`src/hw/rtl/qph_fifo.sv`:
```
// Two-entry queue between the front and the back.
module qph_fifo #(
  parameter int unsigned Width = 8
) (
  input  logic             clk_i,
  input  logic             rst_ni,
  input  logic             push_valid_i,
  output logic             push_ready_o,
  input  logic [Width-1:0] push_data_i,
  output logic             pop_valid_o,
  input  logic             pop_ready_i,
  output logic [Width-1:0] pop_data_o
);

  logic [Width-1:0] mem_q [2];
  logic             wp_q, rp_q;
  logic [1:0]       cnt_q;
  logic             push, pop;

  assign push_ready_o = (cnt_q != 2'd2);
  assign pop_valid_o  = (cnt_q != 2'd0);
  assign pop_data_o   = mem_q[rp_q];
  assign push         = push_valid_i && push_ready_o;
  assign pop          = pop_valid_o && pop_ready_i;

  // Store pushed items
  always_ff @(posedge clk_i) begin
    if (push) begin
      mem_q[wp_q] <= push_data_i;
    end
  end

  // Advance pointers and fill level
  always_ff @(posedge clk_i or negedge rst_ni) begin
    if (!rst_ni) begin
      wp_q  <= 1'b0;
      rp_q  <= 1'b0;
      cnt_q <= 2'd0;
    end else begin
      if (push) wp_q <= ~wp_q;
      if (pop)  rp_q <= ~rp_q;
      if (push && !pop)      cnt_q <= cnt_q + 2'd1;
      else if (pop && !push) cnt_q <= cnt_q - 2'd1;
    end
  end

endmodule

```
`config.mk`:
```
export PLATFORM = sky130hd
export DESIGN_NAME = qph_fifo
export DESIGN_NICKNAME = d
export VERILOG_FILES = /design/src/hw/rtl/qph_fifo.sv
export SDC_FILE = /design/constraint.sdc
export NUM_CORES = 1
export LEC_CHECK = 0
export ABC_AREA = 1
export BUFFER_PORTS_ARGS = -buffer_cell sky130_fd_sc_hd__buf_2
export CAP_MARGIN = 20
export CELL_PAD_IN_SITES_DETAIL_PLACEMENT = 0
export CELL_PAD_IN_SITES_GLOBAL_PLACEMENT = 1
export CORE_UTILIZATION = 38
export CTS_CLUSTER_SIZE = 24
export DETAILED_ROUTE_END_ITERATION = 8
export GPL_TIMING_DRIVEN = 0
export HOLD_SLACK_MARGIN = 0.12
export PLACE_DENSITY_LB_ADDON = 0.3
export SETUP_SLACK_MARGIN = 0.4
export SLEW_MARGIN = 0
export SYNTH_ARGS = -nofsm -noshare
export SYNTH_HDL_FRONTEND = slang
export SYNTH_SLANG_ARGS = --single-unit
export TNS_END_PERCENT = 5
```
`constraint.sdc`:
```
create_clock -name clk_i -period 1.81 [get_ports clk_i]
set_clock_uncertainty 0.15 [all_clocks]
set_input_delay 0.181 -clock clk_i [delete_from_list [all_inputs] [get_ports clk_i]]
set_output_delay 0.181 -clock clk_i [all_outputs]
set_load 0.03 [all_outputs]
```
==> results of run 1 <==
## worst max-delay path: cells and delay by family (launching register included)
| kind | cells | cell delay, ps |
|---|---|---|
| flip-flops | 1 | 390 |
| AND/OR/NAND/NOR | 2 | 140 |
| buffers and inverters | 3 | 370 |
## final cells by class
cell class	count	area, sq um
flip-flops and latches	20	580.6
plain buffers	1	11.26
multi-input cells	42	226.5
fillers	178	828.3
clock buffers	3	22.52
inverters	7	33.78
clock inverters	1	3.754
well taps	27	33.78
repair buffers	34	261.5
## cells by family after synthesis
kind of cell	synth area share [%]
adders and majority gates	1.513
xor gates and xnor gates	3.026
and+or+nand+nor	20.73
buffers and inverters	4.538
DFF	70.20
## cell usage in the layout, fill, tap and decap left out, drive strengths merged, types with 2 or more instances in the layout
master and instances:
inv 7, nand3 2, dlygate4sd3 11, clkbuf 3, dfrtp 4, buf 24, nor2 2, edfxtp 16
nand2 34
## layer usage
metal / wire length (um) / up-vias / share of wire, % / GRT usage [%]
met5: 0 / - / 0 / 0
met4: 31 / 0 / 2.1 / 7.353
met3: 52 / 4 / 3.5 / 3.145
met2: 799 / 12 / 54 / 23.38
met1: 600 / 260 / 40 / 15.26
li1: - / 305 / - / -
## power by group through the flow
stage | clock, mW | combinational, mW | sequential [mW]
CTS | 0.215 | 0.980 | 0.694
global route | 0.236 | 1.11 | 0.705
global placement | 0 | 0.813 | 0.704
finish | 0.212 | 1.01 | 0.693
floorplan | 0 | 0.621 | 0.698
detailed placement | 0 | 0.822 | 0.709
## cell usage after synthesis
cell type,instances
buf_6,1
dfrtp_1,4
edfxtp_1,16
ha_1,1
inv_1,4
inv_2,3
nand2_1,30
nand2_2,2
nand2_4,2
nand3_1,2
nand4_1,1
nor2_1,2
xnor2_1,1
xor2_2,1
## registers in the layout, summed over array words and instances, names as in the netlist
register,cells
cnt_q,2
rp_q,1
wp_q,1
mem_q,16
## worst max path at each step
stage                               startpoint                    end  slack (ps)
after global routing          rp_q$_DFFE_PN0P_          pop_data_o[1]         210
final                         rp_q$_DFFE_PN0P_          pop_data_o[1]         270
after detailed placement  cnt_q[0]$_DFFE_PN0P_  mem_q[1][7]$_DFFE_PP_          90
after floorplan           cnt_q[0]$_DFFE_PN0P_  mem_q[0][0]$_DFFE_PP_         280
after global placement    cnt_q[0]$_DFFE_PN0P_  mem_q[1][4]$_DFFE_PP_         140
after CTS                     rp_q$_DFFE_PN0P_          pop_data_o[5]         290
## timing repair
item,in CTS,in global routing
pin swaps,0,0
endpoints found under the hold margin,22,1
resized for setup,15,3
setup buffers,1,1
setup endpoints to repair,28,27
==> reports/results.ini, run 1 <==
[timing]
finalSetupViolCount = 0
finalMaxSlewViolations = 0
holdWs_ps = 19.78
timing.final.ws_setup_ps = 273.2
hold_viol = 0
period_minus_slack_ps = 1537
rsz0062_at_grt = yes
slew_headroom_pct = 70.34
final.period_utilization_pct = 84.91
worstMarginPinSlew_ps = 444.4
fmax_mhz = 650.7
setup_tns_ps = 0

[floorplan]
die_h_um = 48.65
ios = 22
start_util_pct = 41.31
die_area_sq_um = 2367
core_area_sq_um = 2002
dieWidth_um = 48.65
rows = 16

[finish]
diodes = 0
final_core_util_pct = 58.63
final_area_sq_um = 1174
stdcell_count = 135
layout-drive-gt1-share_pct = 36.11
syn_to_final_growth_pct = 41.91
layout.nets = 122

[critical_path]
end_kind = output pin
cp-start-kind = flip-flop
path_class = flip-flop to output pin
path_max_fanout = 10
cp_slowest_stage_delay_ps = 390
r2r_start = cnt_q[0]$_DFFE_PN0P_
rr_endpoint = cnt_q[1]$_DFFE_PN0P_
cp.arrival_ps = 1210
critPathSlowestCell = dfrtp_1
reg2reg_depth = 9
crit_required_ps = 1480
cp_cell_sequence = buf_6, inv_8, nand2_1, nand2_1, buf_6
r2r_setup_slack_ps = 350

[yosys]
synth_fp_nets = 83
yosysTopAreaCell = edfxtp_1
synth_top_area_share_pct = 58.09
ys_seq_area_share_pct = 70.20
syn_inst = 70
syn_area_per_cell_sq_um = 11.81
yosysUniqueCellTypes = 14
yosysWarningCount = 0
netlist_area_sq_um = 827.0
synthTopCellsByArea = edfxtp_1, nand2_1, dfrtp_1, nand2_4, xor2_2
ys_ff_latch = 20

[place]
post-place-ws_ps = 85.07
place_inst = 118
dp_hpwl_um = 894.8
buffer_ports.inserted = 21
gp_congestion = 0.7344
placed_area_sq_um = 965.9

[run_status]
status = complete, no violations

[grt]
grt_antenna_before_repair = 0
grt_pass1_wl_um = 2311
grt_max_degree = 12
grt_pass1_vias = 548
grt_usage_pct = 13.50
grt_overflow = 0

[detailed_routing]
antenna_left = 0
routed_via_density = 4.304
drc = 0
drtIter0Drc = 3
vias = 581
wl_per_cell_um = 10.99
wirelength_um = 1483
drtPass1Iterations = 4

[cts]
cts_tree = done
root_buffer = clkbuf_4
cts_buffers = 3
ctsHoldBuffers = 11
clk_pin_slew_ps = 110
clock_latency_ps = 300
clockBufferDepth = 2
cts.sinks = 20
cts_max_level = 1

[min_path]
whs_endpoint = wp_q$_DFFE_PN0P_
worstHoldPathType = input port to flip-flop
hold_start = push_valid_i
hold_depth = 3

[run]
maxCapViolCount = 0

[power_and_ir_drop]
seq_power_share_pct = 36.1
leakagePower_nw = 0.5300
p_sw_mw = 0.8125
internal-power_mw = 1.106
peakVddDrop_v = 0.0008303
clkPwrFrac_pct = 11.0
finalPower_mw = 1.919
combPwrFrac_pct = 52.9
p_per_area_nw_per_um2 = 1635
swShare_pct = 42.34

Power figures use the tool's default switching activity.
==> inputs of run 2 (changes only) <==
--- a/config.mk
+++ b/config.mk
@@ -5,12 +5,12 @@
 export SDC_FILE = /design/constraint.sdc
 export NUM_CORES = 1
 export LEC_CHECK = 0
-export ABC_AREA = 1
+export ABC_AREA = 0
 export BUFFER_PORTS_ARGS = -buffer_cell sky130_fd_sc_hd__buf_2
 export CAP_MARGIN = 20
 export CELL_PAD_IN_SITES_DETAIL_PLACEMENT = 0
 export CELL_PAD_IN_SITES_GLOBAL_PLACEMENT = 1
-export CORE_UTILIZATION = 38
+export CORE_UTILIZATION = 40
 export CTS_CLUSTER_SIZE = 24
 export DETAILED_ROUTE_END_ITERATION = 8
 export GPL_TIMING_DRIVEN = 0
==> constraint.sdc (replaced) <==
create_clock -name clk_i -period 1.5 [get_ports clk_i]
set_clock_uncertainty 0.15 [all_clocks]
set_input_delay 0.15 -clock clk_i [delete_from_list [all_inputs] [get_ports clk_i]]
set_output_delay 0.15 -clock clk_i [all_outputs]
set_load 0.03 [all_outputs]
==> run 2 against run 1 <==
  * The run now ends with negative hold slack, negative setup slack left
  * Global-route usage is 0.11 points higher
  * Final cell count shrank 23%
  * Sequential power increased by 24%
  * Count of clock-buffer cells in the layout grew 1
  * Non-clock buffer count down 2
  * Routed wire length shrank 13%
  * Cell area fell by 0.32%
  * Worst setup slack worse by 350 ps
  * Sequential share of layout area is 0.16 points higher
  * Sequential cell count stayed put
  * Total power increased by 20%
  * Critical path type unchanged
  * Largest power group unchanged
  * Highest routed layer is now met3
==> reports/results.ini, run 2 <==
[finish]
reg_top3 = mem_q: 16 flops, cnt_q: 2 flops  ; unchanged
layout-drive-gt1-share_pct = 55.70  ; was 36.11%
largest_reg_flops = 16  ; unchanged
layout_common_cells = edfxtp_1, buf_2, buf_6, dlygate4sd3_1, mux2_2  ; was nand2_1, edfxtp_1, buf_2, dlygate4sd3_1, buf_4
layout.nets = 93  ; was 122
diodes = 0  ; unchanged
num-fill-cells = 146  ; was 178
syn_to_final_growth_pct = 48.65  ; was 41.91%
regMostFlops = mem_q  ; unchanged
stdcell_count = 104  ; was 135
layout_commonest_cell = edfxtp_1  ; was nand2_1
final_core_util_pct = 65.61  ; was 58.63%

[yosys]
yosysWarningCount = 0  ; unchanged
yosysUniqueCellTypes = 14  ; unchanged
synthFlopType = edfxtp_1  ; unchanged
synth_top_area_share_pct = 61.05  ; was 58.09%
yosysTopAreaCell = edfxtp_1  ; unchanged
synthArstFlopShare_pct = 20.00  ; unchanged
yosys.cell_count.top_type = edfxtp_1  ; was nand2_1
syn_inst = 43  ; was 70
synthTopCellsByArea = edfxtp_1, dfrtp_1, mux2_2, xnor2_1, xor2_1  ; was edfxtp_1, nand2_1, dfrtp_1, nand2_4, xor2_2
synth_fp_nets = 56  ; was 83
ys_top_cells_by_count = edfxtp_1, mux2_2, dfrtp_1  ; was nand2_1, edfxtp_1, dfrtp_1, inv_1, inv_2
ys_ff_latch = 20  ; unchanged
syn_area_per_cell_sq_um = 18.30  ; was 11.81 sq um
synth_edf_count = 16  ; unchanged
netlist_area_sq_um = 787.0  ; was 827.0 sq um
ys_seq_area_share_pct = 73.77  ; was 70.20%

[timing]
finalSetupViolCount = 9  ; was 0
timing.final.ws_setup_ps = -80.38  ; was 273.2 ps
rsz0062_at_grt = yes  ; unchanged
period_minus_slack_ps = 1580
slew_headroom_pct = 81.98  ; was 70.34%
hold_viol = 1  ; was 0
finalMaxSlewViolations = 0  ; unchanged
worstMarginPinSlew_ps = 269.6  ; was 444.4 ps
final.period_utilization_pct = 105.4
holdWs_ps = -12.65  ; was 19.78 ps
fmax_mhz = 632.8
setup_tns_ps = -622.2  ; was 0 ps

[critical_path]
cp.arrival_ps = 1280  ; was 1210 ps
crit_required_ps = 1200  ; was 1480 ps
cp_slowest_stage_delay_ps = 360  ; was 390 ps
cp-start-kind = flip-flop  ; unchanged
critPathSlowestCell = dfrtp_1  ; unchanged
r2r_setup_slack_ps = -40  ; was 350 ps
crit_path_frequent_cell = buf_6
path_max_fanout = 9  ; was 10
reg2reg_depth = 6  ; was 9
r2r_start = cnt_q[0]$_DFFE_PN0P_  ; unchanged
end_kind = output pin  ; unchanged
rr_endpoint = cnt_q[1]$_DFFE_PN0P_  ; unchanged
cp_cell_sequence = buf_6, mux2_2, buf_6  ; was buf_6, inv_8, nand2_1, nand2_1, buf_6
path_class = flip-flop to output pin  ; unchanged

[run]
maxCapViolCount = 0  ; unchanged

[power_and_ir_drop]
p_per_area_nw_per_um2 = 1974  ; was 1635 nW/um^2
swShare_pct = 35.51  ; was 42.34%
peakVddDrop_v = 0.001069  ; was 0.0008303 V
leakagePower_nw = 0.4736  ; was 0.5300 nW
seq_power_share_pct = 37.2  ; was 36.1%
combPwrFrac_pct = 49.9  ; was 52.9%
p_sw_mw = 0.8202  ; was 0.8125 mW
clkPwrFrac_pct = 12.9  ; was 11.0%
finalPower_mw = 2.309  ; was 1.919 mW
internal-power_mw = 1.489  ; was 1.106 mW

[detailed_routing]
drtIter0Drc = 4  ; was 3
drc = 0  ; unchanged
antenna_left = 0  ; unchanged
routed_via_density = 4.538  ; was 4.304
wl_per_cell_um = 12.38  ; was 10.99 um
vias = 472  ; was 581
drtPass1Iterations = 2  ; was 4
wirelength_um = 1287  ; was 1483 um

[grt]
grt_pass1_wl_um = 1932  ; was 2311 um
grt_antenna_before_repair = 0  ; unchanged
grt_overflow = 0  ; unchanged
grt_pass1_vias = 466  ; was 548
grt_usage_pct = 13.61  ; was 13.50%
grt_max_degree = 12  ; unchanged

[floorplan]
rows = 15  ; was 16
dieWidth_um = 46.36  ; was 48.65 um
die_area_sq_um = 2149  ; was 2367 sq um
die_h_um = 46.36  ; was 48.65 um
ios = 22  ; unchanged
start_util_pct = 44.14  ; was 41.31%
core_area_sq_um = 1783  ; was 2002 sq um

[cts]
cts_tree = done  ; unchanged
ctsHoldBuffers = 10  ; was 11
cts.sinks = 20  ; unchanged
clock_latency_ps = 290  ; was 300 ps
clockBufferDepth = 2  ; unchanged
cts_buffers = 3  ; unchanged
cts_max_level = 1  ; unchanged
clk_pin_slew_ps = 110  ; about the same
root_buffer = clkbuf_4  ; unchanged

[run_status]
violations = negative hold slack, negative setup slack
status = complete, but fails checks  ; was complete, no violations

[place]
gp_congestion = 0.6467  ; was 0.7344
place_inst = 89  ; was 118
dp_hpwl_um = 810.9  ; was 894.8 um
buffer_ports.inserted = 21  ; unchanged

[min_path]
hold_start = pop_ready_i  ; was push_valid_i
whs_endpoint = rp_q$_DFFE_PN0P_  ; was wp_q$_DFFE_PN0P_
worstHoldPathType = input port to flip-flop  ; unchanged
hold_depth = 3  ; unchanged

run 2: changes by cell type in the layout (fill, tap and decap cells not counted), moves of 2 or more:
cell     change
nand2_1     -30
mux2_2       +7
buf_4        -6
buf_6        +6
inv_1        -3
inv_2        -2
nand2_2      -2
nand3_1      -2
nor2_2       -2
xor2_1       +2
run 2: logic make-up (layout without fill, tap and decap cells):
family | count (synthesis) | count (layout) | synth area share [%]
flip-flops | 20 | 20 | 73.77
multiplexers | 8 | 8 | 11.45
AND/OR/NAND/NOR | 7 | 7 | 6.518
XOR/XNOR | 5 | 5 | 5.565
buffers and inverters | 2 | 38 | 1.112
adder cells (fa/ha/maj) | 1 | 1 | 1.590
run 2: worst max-delay path, delay by kind of cell (launching register included):
family,cells,cell delay [ps]
buf+inv,2,280
flops,1,360
mux,1,350
run 2: worst max path at each step:
stage,start,endpoint,slack (ps),depth (start not counted)
finish,rp_q$_DFFE_PN0P_,pop_data_o[6],-80,3
global route,rp_q$_DFFE_PN0P_,pop_data_o[2],-140,3
CTS,rp_q$_DFFE_PN0P_,pop_data_o[6],-80,3
detailed placement,cnt_q[1]$_DFFE_PN0P_,cnt_q[1]$_DFFE_PN0P_,-20,6
global placement,cnt_q[0]$_DFFE_PN0P_,cnt_q[1]$_DFFE_PN0P_,0.7,7
floorplan,cnt_q[1]$_DFFE_PN0P_,cnt_q[1]$_DFFE_PN0P_,-20,6
run 2: final cells by class:
type,instances,area [sq um],share of cell area (%)
multi-input cells,21,237.7,20.32
well taps,25,31.28,2.674
flip-flops and latches,20,580.6,49.63
plain buffers,1,11.26,0.9626
clock buffers,4,36.28,3.102
repair buffers,32,269.0,22.99
inverters,1,3.754,0.3209
run 2: layer usage:
layer  global-route usage (%)  wire length, um  vias to the layer above
met2                    26.67              754                        9
li1                         -                -                      226
met5                        0                0                        -
met4                    3.529                0                        0
met1                    13.78              500                      237
met3                    3.529               31                        0
run 2: stage by stage:
stage               worst slack, ps  cell area, sq um
floorplan                    -19.00             809.5
global placement             0.6600             945.9
detailed placement           -18.82             945.9
CTS                          -84.21              1155
global route                 -138.4              1170
finish                       -80.38              1170
run 2: timing repair:
action / 4_1_cts / 5_1_grt
endpoints found under the setup margin: 29 / 29
buffers inserted: 1 / 0
resized for setup: 22 / 3
endpoints found under the hold margin: 23 / 2
pin swaps: 3 / 3
run 2: power groups by stage:
stage / sequential [mW] / combinational (mW) / clock (mW)
2_1_floorplan: 0.847 / 0.709 / 0
4_1_cts: 0.859 / 1.12 / 0.306
3_3_place_gp: 0.860 / 0.887 / 0
5_1_grt: 0.872 / 1.23 / 0.330
3_5_place_dp: 0.862 / 0.906 / 0
6_report: 0.859 / 1.15 / 0.298
